## src/hdl/shs_pkg.sv

```systemverilog
package shs_pkg;

   localparam int NUM_SERVERS_DEF  = 16;
   localparam int PENDING_BITS_DEF = 16;

   localparam logic [3:0] OP_RD_START = 4'd0;
   localparam logic [3:0] OP_RD_END   = 4'd1;
   localparam logic [3:0] OP_WR_START = 4'd2;
   localparam logic [3:0] OP_WR_END   = 4'd3;
   localparam logic [3:0] OP_SAMPLE   = 4'd4;
   localparam logic [3:0] OP_WORKING  = 4'd5;
   localparam logic [3:0] OP_DEFECT   = 4'd6;
   localparam logic [3:0] OP_QUERY    = 4'd7;
   localparam logic [3:0] OP_TICK     = 4'd8;

   localparam int CSR_IDX_W = 3;
   localparam logic [CSR_IDX_W-1:0] CSR_USE_RTT   = 3'd0;
   localparam logic [CSR_IDX_W-1:0] CSR_REF_RTT   = 3'd1;
   localparam logic [CSR_IDX_W-1:0] CSR_INFLUENCE = 3'd2;
   localparam logic [CSR_IDX_W-1:0] CSR_SMOOTHING = 3'd3;
   localparam logic [CSR_IDX_W-1:0] CSR_TIMEOUT   = 3'd4;

   localparam logic [15:0] REF_RTT_RST   = 16'd100;
   localparam logic [16:0] INFLUENCE_RST = 17'd32768;
   localparam logic [8:0]  SMOOTHING_RST = 9'd8;
   localparam logic [31:0] TIMEOUT_RST   = 32'd2000;

   localparam logic [9:0]  DEFECT_CEILING = 10'd1000;
   localparam logic [17:0] SCORE_ONE      = 18'd65536;
   localparam logic [17:0] SCORE_MAX      = 18'd131072;

   localparam int DVD_W = 50;
   localparam int DVS_W = 33;

   typedef struct packed {
      logic capture;
      logic clear_wr;
      logic update;
      logic fold_go;
      logic fold_take;
      logic write;
      logic score_go;
      logic score_take;
      logic pen_chk;
      logic pen_go;
      logic pen_take;
      logic load_out;
   } cmd_type;

   typedef struct packed {
      logic clear_last;
      logic need_fold;
      logic rtt_known;
      logic pen;
      logic div_done;
      logic out_free;
   } sts_type;

endpackage

```

## src/hdl/shs_ram.sv

```systemverilog
module shs_ram #(
   parameter int WIDTH = 8,
   parameter int DEPTH = 16,
   parameter int AW    = (DEPTH > 1) ? $clog2(DEPTH) : 1
) (
   input  logic             clock,
   input  logic             we,
   input  logic [AW-1:0]    waddr,
   input  logic [WIDTH-1:0] wdata,
   input  logic             re,
   input  logic [AW-1:0]    raddr,
   output logic [WIDTH-1:0] rdata
);

   logic [WIDTH-1:0] mem [DEPTH];
   logic [WIDTH-1:0] rdata_ff;

   always_ff @(posedge clock) begin
      if (we) begin
         mem[waddr] <= wdata;
      end
      if (re) begin
         rdata_ff <= mem[raddr];
      end
   end

   assign rdata = rdata_ff;

endmodule

```

## src/hdl/shs_div.sv

```systemverilog
module shs_div (
   input  logic                       clock,
   input  logic                       reset,
   input  logic                       start,
   input  logic [shs_pkg::DVD_W-1:0]  dividend,
   input  logic [shs_pkg::DVS_W-1:0]  divisor,
   output logic                       done,
   output logic [shs_pkg::DVD_W-1:0]  quotient
);
   import shs_pkg::*;

   localparam int CNT_W = $clog2(DVD_W);

   logic [DVS_W-1:0] rem_ff, rem_in;
   logic [DVD_W-1:0] quo_ff, quo_in;
   logic [DVS_W-1:0] dvs_ff, dvs_in;
   logic [CNT_W-1:0] cnt_ff, cnt_in;
   logic             busy_ff, busy_in;
   logic             done_ff, done_in;
   logic [DVS_W:0]   sh;
   logic [DVS_W:0]   diff;
   logic             ge;

   always_comb begin
      sh      = {rem_ff, quo_ff[DVD_W-1]};
      diff    = sh - {1'b0, dvs_ff};
      ge      = (sh >= {1'b0, dvs_ff});
      rem_in  = rem_ff;
      quo_in  = quo_ff;
      dvs_in  = dvs_ff;
      cnt_in  = cnt_ff;
      busy_in = busy_ff;
      done_in = 1'b0;
      if (start) begin
         rem_in  = '0;
         quo_in  = dividend;
         dvs_in  = divisor;
         cnt_in  = '0;
         busy_in = 1'b1;
      end else if (busy_ff) begin
         rem_in = ge ? diff[DVS_W-1:0] : sh[DVS_W-1:0];
         quo_in = {quo_ff[DVD_W-2:0], ge};
         cnt_in = cnt_ff + 1'b1;
         if (cnt_ff == CNT_W'(DVD_W - 1)) begin
            busy_in = 1'b0;
            done_in = 1'b1;
         end
      end
   end

   always_ff @(posedge clock) begin
      if (reset) begin
         busy_ff <= 1'b0;
         done_ff <= 1'b0;
         cnt_ff  <= '0;
      end else begin
         busy_ff <= busy_in;
         done_ff <= done_in;
         cnt_ff  <= cnt_in;
      end
      rem_ff <= rem_in;
      quo_ff <= quo_in;
      dvs_ff <= dvs_in;
   end

   assign done     = done_ff;
   assign quotient = quo_ff;

endmodule

```

## src/hdl/shs_ctrl.sv

```systemverilog
module shs_ctrl (
   input  logic             clock,
   input  logic             reset,
   input  logic             req_valid,
   output logic             req_stall,
   input  shs_pkg::sts_type sts,
   output shs_pkg::cmd_type cmd
);
   import shs_pkg::*;

   localparam logic [3:0] S_CLEAR      = 4'd0;
   localparam logic [3:0] S_IDLE       = 4'd1;
   localparam logic [3:0] S_READ       = 4'd2;
   localparam logic [3:0] S_FOLD_GO    = 4'd3;
   localparam logic [3:0] S_FOLD_WAIT  = 4'd4;
   localparam logic [3:0] S_WRITE      = 4'd5;
   localparam logic [3:0] S_SCORE_GO   = 4'd6;
   localparam logic [3:0] S_SCORE_WAIT = 4'd7;
   localparam logic [3:0] S_PEN_CHK    = 4'd8;
   localparam logic [3:0] S_PEN_GO     = 4'd9;
   localparam logic [3:0] S_PEN_WAIT   = 4'd10;
   localparam logic [3:0] S_OUT        = 4'd11;

   logic [3:0] state_ff, state_in;

   always_comb begin
      state_in = state_ff;
      cmd      = '0;
      unique case (state_ff)
         S_CLEAR: begin
            cmd.clear_wr = 1'b1;
            if (sts.clear_last) begin
               state_in = S_IDLE;
            end
         end
         S_IDLE: begin
            if (req_valid) begin
               cmd.capture = 1'b1;
               state_in    = S_READ;
            end
         end
         S_READ: begin
            cmd.update = 1'b1;
            state_in   = sts.need_fold ? S_FOLD_GO : S_WRITE;
         end
         S_FOLD_GO: begin
            cmd.fold_go = 1'b1;
            state_in    = S_FOLD_WAIT;
         end
         S_FOLD_WAIT: begin
            if (sts.div_done) begin
               cmd.fold_take = 1'b1;
               state_in      = S_WRITE;
            end
         end
         S_WRITE: begin
            cmd.write = 1'b1;
            state_in  = sts.rtt_known ? S_SCORE_GO : S_PEN_CHK;
         end
         S_SCORE_GO: begin
            cmd.score_go = 1'b1;
            state_in     = S_SCORE_WAIT;
         end
         S_SCORE_WAIT: begin
            if (sts.div_done) begin
               cmd.score_take = 1'b1;
               state_in       = S_PEN_CHK;
            end
         end
         S_PEN_CHK: begin
            cmd.pen_chk = 1'b1;
            state_in    = sts.pen ? S_PEN_GO : S_OUT;
         end
         S_PEN_GO: begin
            cmd.pen_go = 1'b1;
            state_in   = S_PEN_WAIT;
         end
         S_PEN_WAIT: begin
            if (sts.div_done) begin
               cmd.pen_take = 1'b1;
               state_in     = S_OUT;
            end
         end
         S_OUT: begin
            if (sts.out_free) begin
               cmd.load_out = 1'b1;
               state_in     = S_IDLE;
            end
         end
         default: begin
            state_in = S_IDLE;
         end
      endcase
   end

   always_ff @(posedge clock) begin
      if (reset) begin
         state_ff <= S_CLEAR;
      end else begin
         state_ff <= state_in;
      end
   end

   assign req_stall = (state_ff != S_IDLE);

endmodule

```

## src/hdl/shs_dp.sv

```systemverilog
module shs_dp #(
   parameter int NUM_SERVERS  = shs_pkg::NUM_SERVERS_DEF,
   parameter int PENDING_BITS = shs_pkg::PENDING_BITS_DEF
) (
   input  logic                              clock,
   input  logic                              reset,
   input  logic [3:0]                        req_op,
   input  logic [3:0]                        req_server,
   input  logic [31:0]                       req_rtt_sample,
   input  logic                              csr_valid,
   input  logic                              csr_ready,
   input  logic [shs_pkg::CSR_IDX_W-1:0]     csr_index,
   input  logic [31:0]                       csr_wdata,
   output logic                              rsp_valid,
   input  logic                              rsp_stall,
   output logic [15:0]                       rsp_pending_reads,
   output logic [15:0]                       rsp_pending_writes,
   output logic [9:0]                        rsp_defect_count,
   output logic [31:0]                       rsp_rtt_average,
   output logic                              rsp_rtt_known,
   output logic                              rsp_penalized,
   output logic [17:0]                       rsp_score,
   output logic                              rsp_status,
   input  shs_pkg::cmd_type                  cmd,
   output shs_pkg::sts_type                  sts
);
   import shs_pkg::*;

   localparam int IDX_W = (NUM_SERVERS > 1) ? $clog2(NUM_SERVERS) : 1;
   localparam int PB    = PENDING_BITS;
   localparam int ENT_W = 2 * PB + 10 + 32 + 1 + 32;

   // configuration
   logic        use_rtt_ff;
   logic [15:0] ref_ff;
   logic [16:0] infl_ff;
   logic [8:0]  sf_ff;
   logic [31:0] tmo_ff;

   always_ff @(posedge clock) begin
      if (reset) begin
         use_rtt_ff <= 1'b0;
         ref_ff     <= REF_RTT_RST;
         infl_ff    <= INFLUENCE_RST;
         sf_ff      <= SMOOTHING_RST;
         tmo_ff     <= TIMEOUT_RST;
      end else if (csr_valid && csr_ready) begin
         unique case (csr_index)
            CSR_USE_RTT:   use_rtt_ff <= csr_wdata[0];
            CSR_REF_RTT:   ref_ff     <= csr_wdata[15:0];
            CSR_INFLUENCE: infl_ff    <= csr_wdata[16:0];
            CSR_SMOOTHING: sf_ff      <= csr_wdata[8:0];
            CSR_TIMEOUT:   tmo_ff     <= csr_wdata;
            default: ;
         endcase
      end
   end

   // server index folding into the table
   logic [IDX_W-1:0] mod_tab [16];
   for (genvar v = 0; v < 16; v++) begin : g_mod
      assign mod_tab[v] = IDX_W'(v % NUM_SERVERS);
   end

   // table
   logic             ram_we;
   logic [IDX_W-1:0] ram_waddr;
   logic [ENT_W-1:0] ram_wdata;
   logic [ENT_W-1:0] ram_rdata;
   logic [IDX_W-1:0] clr_ff, clr_in;
   logic [IDX_W-1:0] idx_ff;
   logic [3:0]       op_ff;
   logic [31:0]      smp_ff;

   shs_ram #(.WIDTH(ENT_W), .DEPTH(NUM_SERVERS), .AW(IDX_W)) u_ram (
      .clock (clock),
      .we    (ram_we),
      .waddr (ram_waddr),
      .wdata (ram_wdata),
      .re    (cmd.capture),
      .raddr (mod_tab[req_server]),
      .rdata (ram_rdata)
   );

   logic [PB-1:0] rd_reads, rd_writes;
   logic [9:0]    rd_def;
   logic [31:0]   rd_avg;
   logic          rd_valid;
   logic [31:0]   rd_stamp;

   assign {rd_reads, rd_writes, rd_def, rd_avg, rd_valid, rd_stamp} = ram_rdata;

   // working entry
   logic [PB-1:0] reads_ff, reads_in, writes_ff, writes_in;
   logic [9:0]    def_ff, def_in;
   logic [31:0]   avg_ff, avg_in;
   logic          valid_ff, valid_in;
   logic [31:0]   stamp_ff, stamp_in;
   logic [31:0]   now_ff, now_in;
   logic          st_ff, st_in;
   logic [41:0]   fold_ff, fold_in;
   logic [40:0]   fold_prod;
   logic [8:0]    sf_eff, fm1;
   logic [31:0]   smp_cl;
   logic [PB-1:0] pmax;

   logic [DVD_W-1:0] div_dvd;
   logic [DVS_W-1:0] div_dvs;
   logic             div_done;
   logic [DVD_W-1:0] div_quo;

   logic [49:0]   prod_ff;
   logic [32:0]   sum_ff;
   logic          neg_ff;
   logic [32:0]   mag;
   logic [17:0]   f_ff, f_in;
   logic          pen_ff;
   logic          pen_c;
   logic [19:0]   fv;
   logic [19:0]   qs;
   logic [31:0]   age;

   always_comb begin
      pmax      = {PB{1'b1}};
      sf_eff    = (sf_ff == 9'd0) ? 9'd1 : sf_ff;
      fm1       = sf_eff - 9'd1;
      smp_cl    = (smp_ff == 32'd0) ? 32'd1 : smp_ff;
      fold_prod = {9'b0, rd_avg} * {32'b0, fm1};
      fold_in   = {1'b0, fold_prod} + {10'b0, smp_cl};
      reads_in  = rd_reads;
      writes_in = rd_writes;
      def_in    = rd_def;
      avg_in    = rd_avg;
      valid_in  = rd_valid;
      stamp_in  = rd_stamp;
      now_in    = now_ff;
      st_in     = 1'b0;
      unique case (op_ff)
         OP_RD_START: begin
            if (rd_reads == pmax) st_in = 1'b1;
            else                  reads_in = rd_reads + 1'b1;
         end
         OP_RD_END: begin
            if (rd_reads == '0) st_in = 1'b1;
            else                reads_in = rd_reads - 1'b1;
         end
         OP_WR_START: begin
            if (rd_writes == pmax) st_in = 1'b1;
            else                   writes_in = rd_writes + 1'b1;
         end
         OP_WR_END: begin
            if (rd_writes == '0) st_in = 1'b1;
            else                 writes_in = rd_writes - 1'b1;
         end
         OP_SAMPLE: begin
            if (use_rtt_ff && !rd_valid) begin
               avg_in   = smp_cl;
               valid_in = 1'b1;
            end
         end
         OP_WORKING: def_in = '0;
         OP_DEFECT: begin
            if (rd_def < DEFECT_CEILING) def_in = rd_def + 10'd1;
            stamp_in = now_ff;
         end
         OP_TICK: now_in = now_ff + 32'd1;
         default: ;
      endcase
   end

   assign sts.need_fold = (op_ff == OP_SAMPLE) && use_rtt_ff && rd_valid;

   always_comb begin
      mag = ({1'b0, avg_ff} > {17'b0, ref_ff}) ? ({1'b0, avg_ff} - {17'b0, ref_ff})
                                              : ({17'b0, ref_ff} - {1'b0, avg_ff});
      age   = now_ff - stamp_ff;
      pen_c = (def_ff != 10'd0) && (age < tmo_ff);
      qs    = {2'b0, div_quo[17:0]};
      fv    = neg_ff ? ({2'b0, SCORE_ONE} - qs) : ({2'b0, SCORE_ONE} + qs);
      f_in  = f_ff;
      if (cmd.write) begin
         f_in = SCORE_ONE;
      end else if (cmd.score_take) begin
         if (fv[19])                        f_in = '0;
         else if (fv > {2'b0, SCORE_MAX})   f_in = SCORE_MAX;
         else                               f_in = fv[17:0];
      end else if (cmd.pen_take) begin
         f_in = div_quo[17:0];
      end
   end

   always_comb begin
      div_dvd = {32'b0, f_ff};
      div_dvs = {22'b0, 11'({1'b0, def_ff} + 11'd1)};
      if (cmd.fold_go) begin
         div_dvd = {8'b0, fold_ff};
         div_dvs = {24'b0, sf_eff};
      end else if (cmd.score_go) begin
         div_dvd = prod_ff;
         div_dvs = sum_ff;
      end
   end

   shs_div u_div (
      .clock    (clock),
      .reset    (reset),
      .start    (cmd.fold_go | cmd.score_go | cmd.pen_go),
      .dividend (div_dvd),
      .divisor  (div_dvs),
      .done     (div_done),
      .quotient (div_quo)
   );

   assign clr_in    = clr_ff + 1'b1;
   assign ram_we    = cmd.clear_wr | cmd.write;
   assign ram_waddr = cmd.clear_wr ? clr_ff : idx_ff;
   assign ram_wdata = cmd.clear_wr ? '0
                    : {reads_ff, writes_ff, def_ff, avg_ff, valid_ff, stamp_ff};

   always_ff @(posedge clock) begin
      if (reset) begin
         clr_ff <= '0;
         now_ff <= '0;
      end else begin
         if (cmd.clear_wr) clr_ff <= clr_in;
         if (cmd.update)   now_ff <= now_in;
      end
      if (cmd.capture) begin
         op_ff  <= req_op;
         idx_ff <= mod_tab[req_server];
         smp_ff <= req_rtt_sample;
      end
      if (cmd.update) begin
         reads_ff  <= reads_in;
         writes_ff <= writes_in;
         def_ff    <= def_in;
         avg_ff    <= avg_in;
         valid_ff  <= valid_in;
         stamp_ff  <= stamp_in;
         st_ff     <= st_in;
         fold_ff   <= fold_in;
      end
      if (cmd.fold_take) begin
         avg_ff <= (div_quo == '0) ? 32'd1 : div_quo[31:0];
      end
      if (cmd.write) begin
         prod_ff <= {33'b0, infl_ff} * {17'b0, mag};
         sum_ff  <= {17'b0, ref_ff} + {1'b0, avg_ff};
         neg_ff  <= ({1'b0, avg_ff} > {17'b0, ref_ff});
      end
      if (cmd.pen_chk) begin
         pen_ff <= pen_c;
      end
      f_ff <= f_in;
   end

   assign sts.clear_last = (clr_ff == IDX_W'(NUM_SERVERS - 1));
   assign sts.rtt_known  = valid_ff;
   assign sts.pen        = pen_c;
   assign sts.div_done   = div_done;

   // result register
   logic        rv_ff;
   logic [15:0] o_reads_ff, o_writes_ff;
   logic [9:0]  o_def_ff;
   logic [31:0] o_avg_ff;
   logic        o_known_ff, o_pen_ff, o_st_ff;
   logic [17:0] o_score_ff;

   assign sts.out_free = !rv_ff || !rsp_stall;

   always_ff @(posedge clock) begin
      if (reset) begin
         rv_ff <= 1'b0;
      end else if (cmd.load_out) begin
         rv_ff <= 1'b1;
      end else if (!rsp_stall) begin
         rv_ff <= 1'b0;
      end
      if (cmd.load_out) begin
         o_reads_ff  <= 16'(reads_ff);
         o_writes_ff <= 16'(writes_ff);
         o_def_ff    <= def_ff;
         o_avg_ff    <= avg_ff;
         o_known_ff  <= valid_ff;
         o_pen_ff    <= pen_ff;
         o_score_ff  <= f_ff;
         o_st_ff     <= st_ff;
      end
   end

   assign rsp_valid          = rv_ff;
   assign rsp_pending_reads  = o_reads_ff;
   assign rsp_pending_writes = o_writes_ff;
   assign rsp_defect_count   = o_def_ff;
   assign rsp_rtt_average    = o_avg_ff;
   assign rsp_rtt_known      = o_known_ff;
   assign rsp_penalized      = o_pen_ff;
   assign rsp_score          = o_score_ff;
   assign rsp_status         = o_st_ff;

endmodule

```

## src/hdl/server_health_scoreboard_top.sv

```systemverilog
// Per-server health scoreboard: each event updates one table entry and returns one result
// with the entry's counts, smoothed round-trip time, penalty flag and a Q2.16 score. After
// reset the table is swept to zero, one entry per cycle, before the first event is taken;
// configuration writes are taken at any time. An event that needs no division passes
// through the read, write, penalty check and output states; the round-trip fold, the
// latency score and the defect penalty each add, when needed, a division on the 50-step
// shared restoring divider. A finished result waits in the output register while the
// next event is taken.
module server_health_scoreboard_top #(
   parameter int NUM_SERVERS  = shs_pkg::NUM_SERVERS_DEF,
   parameter int PENDING_BITS = shs_pkg::PENDING_BITS_DEF
) (
   input  logic                          clock,
   input  logic                          reset,
   input  logic                          req_valid,
   output logic                          req_stall,
   input  logic [3:0]                    req_op,
   input  logic [3:0]                    req_server,
   input  logic [31:0]                   req_rtt_sample,
   input  logic                          csr_valid,
   output logic                          csr_ready,
   input  logic [shs_pkg::CSR_IDX_W-1:0] csr_index,
   input  logic [31:0]                   csr_wdata,
   output logic                          rsp_valid,
   input  logic                          rsp_stall,
   output logic [15:0]                   rsp_pending_reads,
   output logic [15:0]                   rsp_pending_writes,
   output logic [9:0]                    rsp_defect_count,
   output logic [31:0]                   rsp_rtt_average,
   output logic                          rsp_rtt_known,
   output logic                          rsp_penalized,
   output logic [17:0]                   rsp_score,
   output logic                          rsp_status
);
   import shs_pkg::*;

   cmd_type cmd;
   sts_type sts;

   assign csr_ready = 1'b1;

   shs_ctrl u_ctrl (
      .clock     (clock),
      .reset     (reset),
      .req_valid (req_valid),
      .req_stall (req_stall),
      .sts       (sts),
      .cmd       (cmd)
   );

   shs_dp #(.NUM_SERVERS(NUM_SERVERS), .PENDING_BITS(PENDING_BITS)) u_dp (
      .clock              (clock),
      .reset              (reset),
      .req_op             (req_op),
      .req_server         (req_server),
      .req_rtt_sample     (req_rtt_sample),
      .csr_valid          (csr_valid),
      .csr_ready          (csr_ready),
      .csr_index          (csr_index),
      .csr_wdata          (csr_wdata),
      .rsp_valid          (rsp_valid),
      .rsp_stall          (rsp_stall),
      .rsp_pending_reads  (rsp_pending_reads),
      .rsp_pending_writes (rsp_pending_writes),
      .rsp_defect_count   (rsp_defect_count),
      .rsp_rtt_average    (rsp_rtt_average),
      .rsp_rtt_known      (rsp_rtt_known),
      .rsp_penalized      (rsp_penalized),
      .rsp_score          (rsp_score),
      .rsp_status         (rsp_status),
      .cmd                (cmd),
      .sts                (sts)
   );

endmodule

```

## config.mk

```make
export PLATFORM = sky130hd
export DESIGN_NAME = server_health_scoreboard_top
export DESIGN_NICKNAME = d
export VERILOG_FILES = /design/src/hdl/shs_pkg.sv /design/src/hdl/shs_ram.sv /design/src/hdl/shs_div.sv /design/src/hdl/shs_ctrl.sv /design/src/hdl/shs_dp.sv /design/src/hdl/server_health_scoreboard_top.sv
export SDC_FILE = /design/constraint.sdc
export NUM_CORES = 2
export LEC_CHECK = 0
export BUFFER_PORTS_ARGS = -buffer_cell sky130_fd_sc_hd__buf_2
export CORE_AREA = 2 2 496 597
export DETAILED_ROUTE_END_ITERATION = 6
export DIE_AREA = 0 0 498 599
export GPL_TIMING_DRIVEN = 0
export PLACE_DENSITY = 0.61
export REMOVE_ABC_BUFFERS = 1
export SYNTH_ARGS = -nofsm -noshare
export SYNTH_HDL_FRONTEND = slang
export SYNTH_SLANG_ARGS = --single-unit
export TNS_END_PERCENT = 100
```

## constraint.sdc

```tcl
create_clock -name clock -period 26.6 [get_ports clock]
set_input_delay 2.66 -clock clock [delete_from_list [all_inputs] [get_ports clock]]
set_output_delay 2.66 -clock clock [all_outputs]
set_load 0.01 [all_outputs]
```

==> flow_summary.toml <==
[synthesis]
ys_warn_count = 0
synthFlopType = "edfxtp_1"
synthArstFlopShare_pct = 0
netlist_instances = 9518
synth_edf_count = 2272
syn_avg_cell_area_um2 = 13.8
synth-seq-cells = 2447
ys_types = 103
yosysSeqAreaShare_pct = 54.7
syn_area_mm2 = 0.131

[routing]
wl_met3_um = 22700
drt-initial-drc-count = 7746
vias = 79500
highest_layer = "met5"
wire_per_inst_um = 26.5
dr_wl_met2_um = 181000
ant_nets = 0
drt-met1-wl_um = 139000
wirelength_um = 363000
first_pass_iters = 7
drc = 2
via_per_inst = 5.81

[sta]
period_share_pct = 46.4
relSlewSlack_pct = 5.47
layout_min_cycle_time_ns = 12.35
finalSetupTns_ns = 0
rsz0062_at_grt = "no"
skew_ns = 0.0959
worst_pin_slew_ns = 1.42
setup-violations-final = 0
finalHoldViolations = 0
fmax_mhz = 81.0
final_max_slew_viol_count = 0

[finish]
final_area_mm2 = 0.147
regArea_mm2 = 0.0718
syn_to_final_growth_pct = 12.3
n_fill_cell = 24400
final_cells = 13700
final_nets = 10800
drive_gt1_share_pct = 15.1
multi_input_area_mm2 = 0.0539

[critical_path]
cpMostUsedCell = "fa_1"
r2r_start = "u_dp.avg_ff[3]"
path_buf_inv = 4
path_class = "reg2reg"
cp-end-kind = "register"
crit_arrival_ns = 12.91
slowest_delay_ns = 0.87
cp-start-kind = "register"
critPathMaxFanout = 17
crit_slowest_cell = "a2111oi_1"
crit_family = "compound AO/OA/AOI/OAI gates"
r2r_end = "u_dp.prod_ff[43]"
r2r_slack_ns = 14.25
r2r_cells = 29
crit_required_ns = 27.16

[grt]
grt.total_usage_pct = 24.2
grt_antenna_before_repair = 22
grt_overflow_total = 0
grt_pass1_wl_um = 536000
grt_pass1_vias = 81500
grt_max_degree = 111

[placed_design]
hpwl_um = 254000
gp_congestion = 0.950
placed_area_mm2 = 0.139
io_buffers = 176
dp.cells = 13200

[pwr]
vdd_drop_max_uv = 57.1
pwr-share-seq_pct = 47.3
p_leak_nw = 52.9
pwr-share-comb_pct = 16.0
p_clk_share_pct = 36.7
internal_power_mw = 6.93
p_total_mw = 9.35
p_per_area_mw_per_mm2 = 63.4
power.switching_mw = 2.42
swShare_pct = 25.8

[min_path]
hold_start = "u_dp.f_ff[13]"
hp-class = "reg2reg"
whs_endpoint = "u_dp.rsp_score[13]"
holdPathStages = 0

[clock_tree]
h-tree-depth = 4
postCtsSetupBuffers = 0
clock_path_buffers = 4
cts_hold_buf = 0
cts_root_buf = "clkbuf_16"
clkTransAtPathRegs_ns = 0.06
cts_tree = "done"
post_cts_resized = 0
cts_buffers = 244
cts_sinks = 2447
insertion_delay_ns = 0.93

[die]
ios = 178
die_h_um = 599
dieArea_mm2 = 0.298
start_util_pct = 44.8
rows = 218
die_width_um = 498
coreArea_mm2 = 0.293

[job]
max-cap-violations = 0

[status]
violations = "design-rule violations"
status = "finished with violations"
==> worst max path at each step <==
stage,start,endpoint,slack [ns],cells after the start
detailed placement,u_dp.avg_ff[3],u_dp.prod_ff[43],14.57,29
finish,u_dp.avg_ff[3],u_dp.prod_ff[43],14.25,29
global placement,u_ctrl.state_ff[2],u_dp.u_ram.mem[7][24],-16.18,3
floorplan,u_ctrl.state_ff[1],u_dp.now_ff[23],10.89,7
CTS,u_dp.avg_ff[3],u_dp.prod_ff[43],14.52,29
global route,u_dp.avg_ff[3],u_dp.prod_ff[43],14.04,29
==> per-stage QoR <==
stage,setup slack [ns],utilization (%),hold WS [ns]
after global routing,14.04,50.3,0.474
after detailed placement,14.57,47.6,0.451
after CTS,14.52,50.3,0.444
final,14.25,50.4,0.459
after global placement,-16.18,46.0,0.445
after floorplan,10.89,-,0.400
==> flip-flops by register name, indices dropped and copies added, names as in the netlist, 33 cells and up <==
signal	cells
u_dp.fold_ff	42
u_dp.prod_ff	50
u_dp.sum_ff	33
u_dp.u_div.dvs_ff	33
u_dp.u_div.quotient	50
u_dp.u_div.rem_ff	33
u_dp.u_ram.mem	1712
u_dp.u_ram.rdata	107
==> cell usage after synthesis, types with 12 or more instances <==
cell	count	area (µm²)
a222oi_1	24	240
nand3_1	165	826
o21a_1	28	210
a22oi_1	12	90.1
buf_2	20	100
and4_1	12	105
a22o_1	18	158
nand3b_1	21	158
mux2i_1	96	961
buf_1	68	255
o211ai_1	33	248
o21bai_1	27	203
xnor2_1	159	1390
a211oi_1	32	240
xor2_1	79	692
mux4_2	535	12000
or3_1	37	231
and2_1	238	1490
ha_1	364	4550
nand2_1	930	3490
a21o_1	93	698
a31oi_1	72	450
inv_1	1002	3760
a221oi_1	12	105
nor2b_1	169	1060
and3_1	55	344
nand2b_1	154	963
o21ai_0	252	1260
nor4_1	39	244
edfxtp_1	2272	68200
mux2_2	57	642
fa_1	709	14200
dfxtp_1	175	3500
a21oi_1	350	1750
nor2_1	360	1350
nand4_1	58	363
nor3_1	80	400
o31ai_1	23	173
clkbuf_1	430	1610
==> cells by family (layout without fill, tap and decap cells) <==
| family | count (synthesis) | in the layout | share of synthesized area (%) |
|---|---|---|---|
| other cells | 1 | 12 | 0.00286 |
| flops | 2447 | 2447 | 54.7 |
| compound gates | 1139 | 1139 | 5.57 |
| mux | 694 | 694 | 10.5 |
| xor+xnor | 246 | 246 | 1.69 |
| buf+inv | 1544 | 1854 | 4.52 |
| simple gates | 2374 | 2374 | 8.78 |
| fa+ha+maj | 1073 | 1073 | 14.3 |
==> area by class of cell <==
type                            count  share of cell area, %
Multi-Input combinational cell   5527                   36.6
Timing Repair Buffer              404                   3.51
Sequential cell                  2447                   48.7
Clock inverter                    136                  0.942
Tap cell                         3850                   3.27
Inverter                         1004                   2.56
Antenna cell                       11                 0.0187
Clock buffer                      310                   4.42
==> power groups by stage <==
stage | Combinational (mW) | Sequential (mW) | Clock [mW]
floorplan | 0.964 | 4.51 | 0
global placement | 1.47 | 4.57 | 0
detailed placement | 1.49 | 4.50 | 0
CTS | 1.49 | 4.42 | 3.49
global route | 1.63 | 4.43 | 3.64
finish | 1.50 | 4.42 | 3.44
==> cell usage in the layout, fill, tap and decap left out, types with 43 or more instances in the layout <==
cell | synthesis | final
mux4_2 | 535 | 535
mux2_2 | 57 | 57
mux2i_1 | 96 | 96
clkinv_2 | 0 | 43
and2_1 | 238 | 237
buf_12 | 0 | 107
nand2b_1 | 154 | 153
nand2_1 | 930 | 929
inv_1 | 1002 | 999
clkbuf_16 | 0 | 246
nand3_1 | 165 | 163
ha_1 | 364 | 364
nand4_1 | 58 | 58
edfxtp_1 | 2272 | 2272
nor3_1 | 80 | 80
clkbuf_1 | 430 | 51
xnor2_1 | 159 | 146
dfxtp_1 | 175 | 157
buf_16 | 0 | 51
nor2b_1 | 169 | 169
a21oi_1 | 350 | 349
nor2_1 | 360 | 342
fa_1 | 709 | 709
a31oi_1 | 72 | 72
o21ai_0 | 252 | 250
buf_2 | 20 | 172
xor2_1 | 79 | 74
a21o_1 | 93 | 93
and3_1 | 55 | 53
==> metal layers <==
metal / global-route usage, % / vias up
met3: 3.07 / 759
met2: 41.3 / 3151
met1: 30.4 / 41200
met4: 12.0 / 2
met5: 0 / -
li1: - / 34400
No activity file was read; power rests on OpenSTA's default activity.
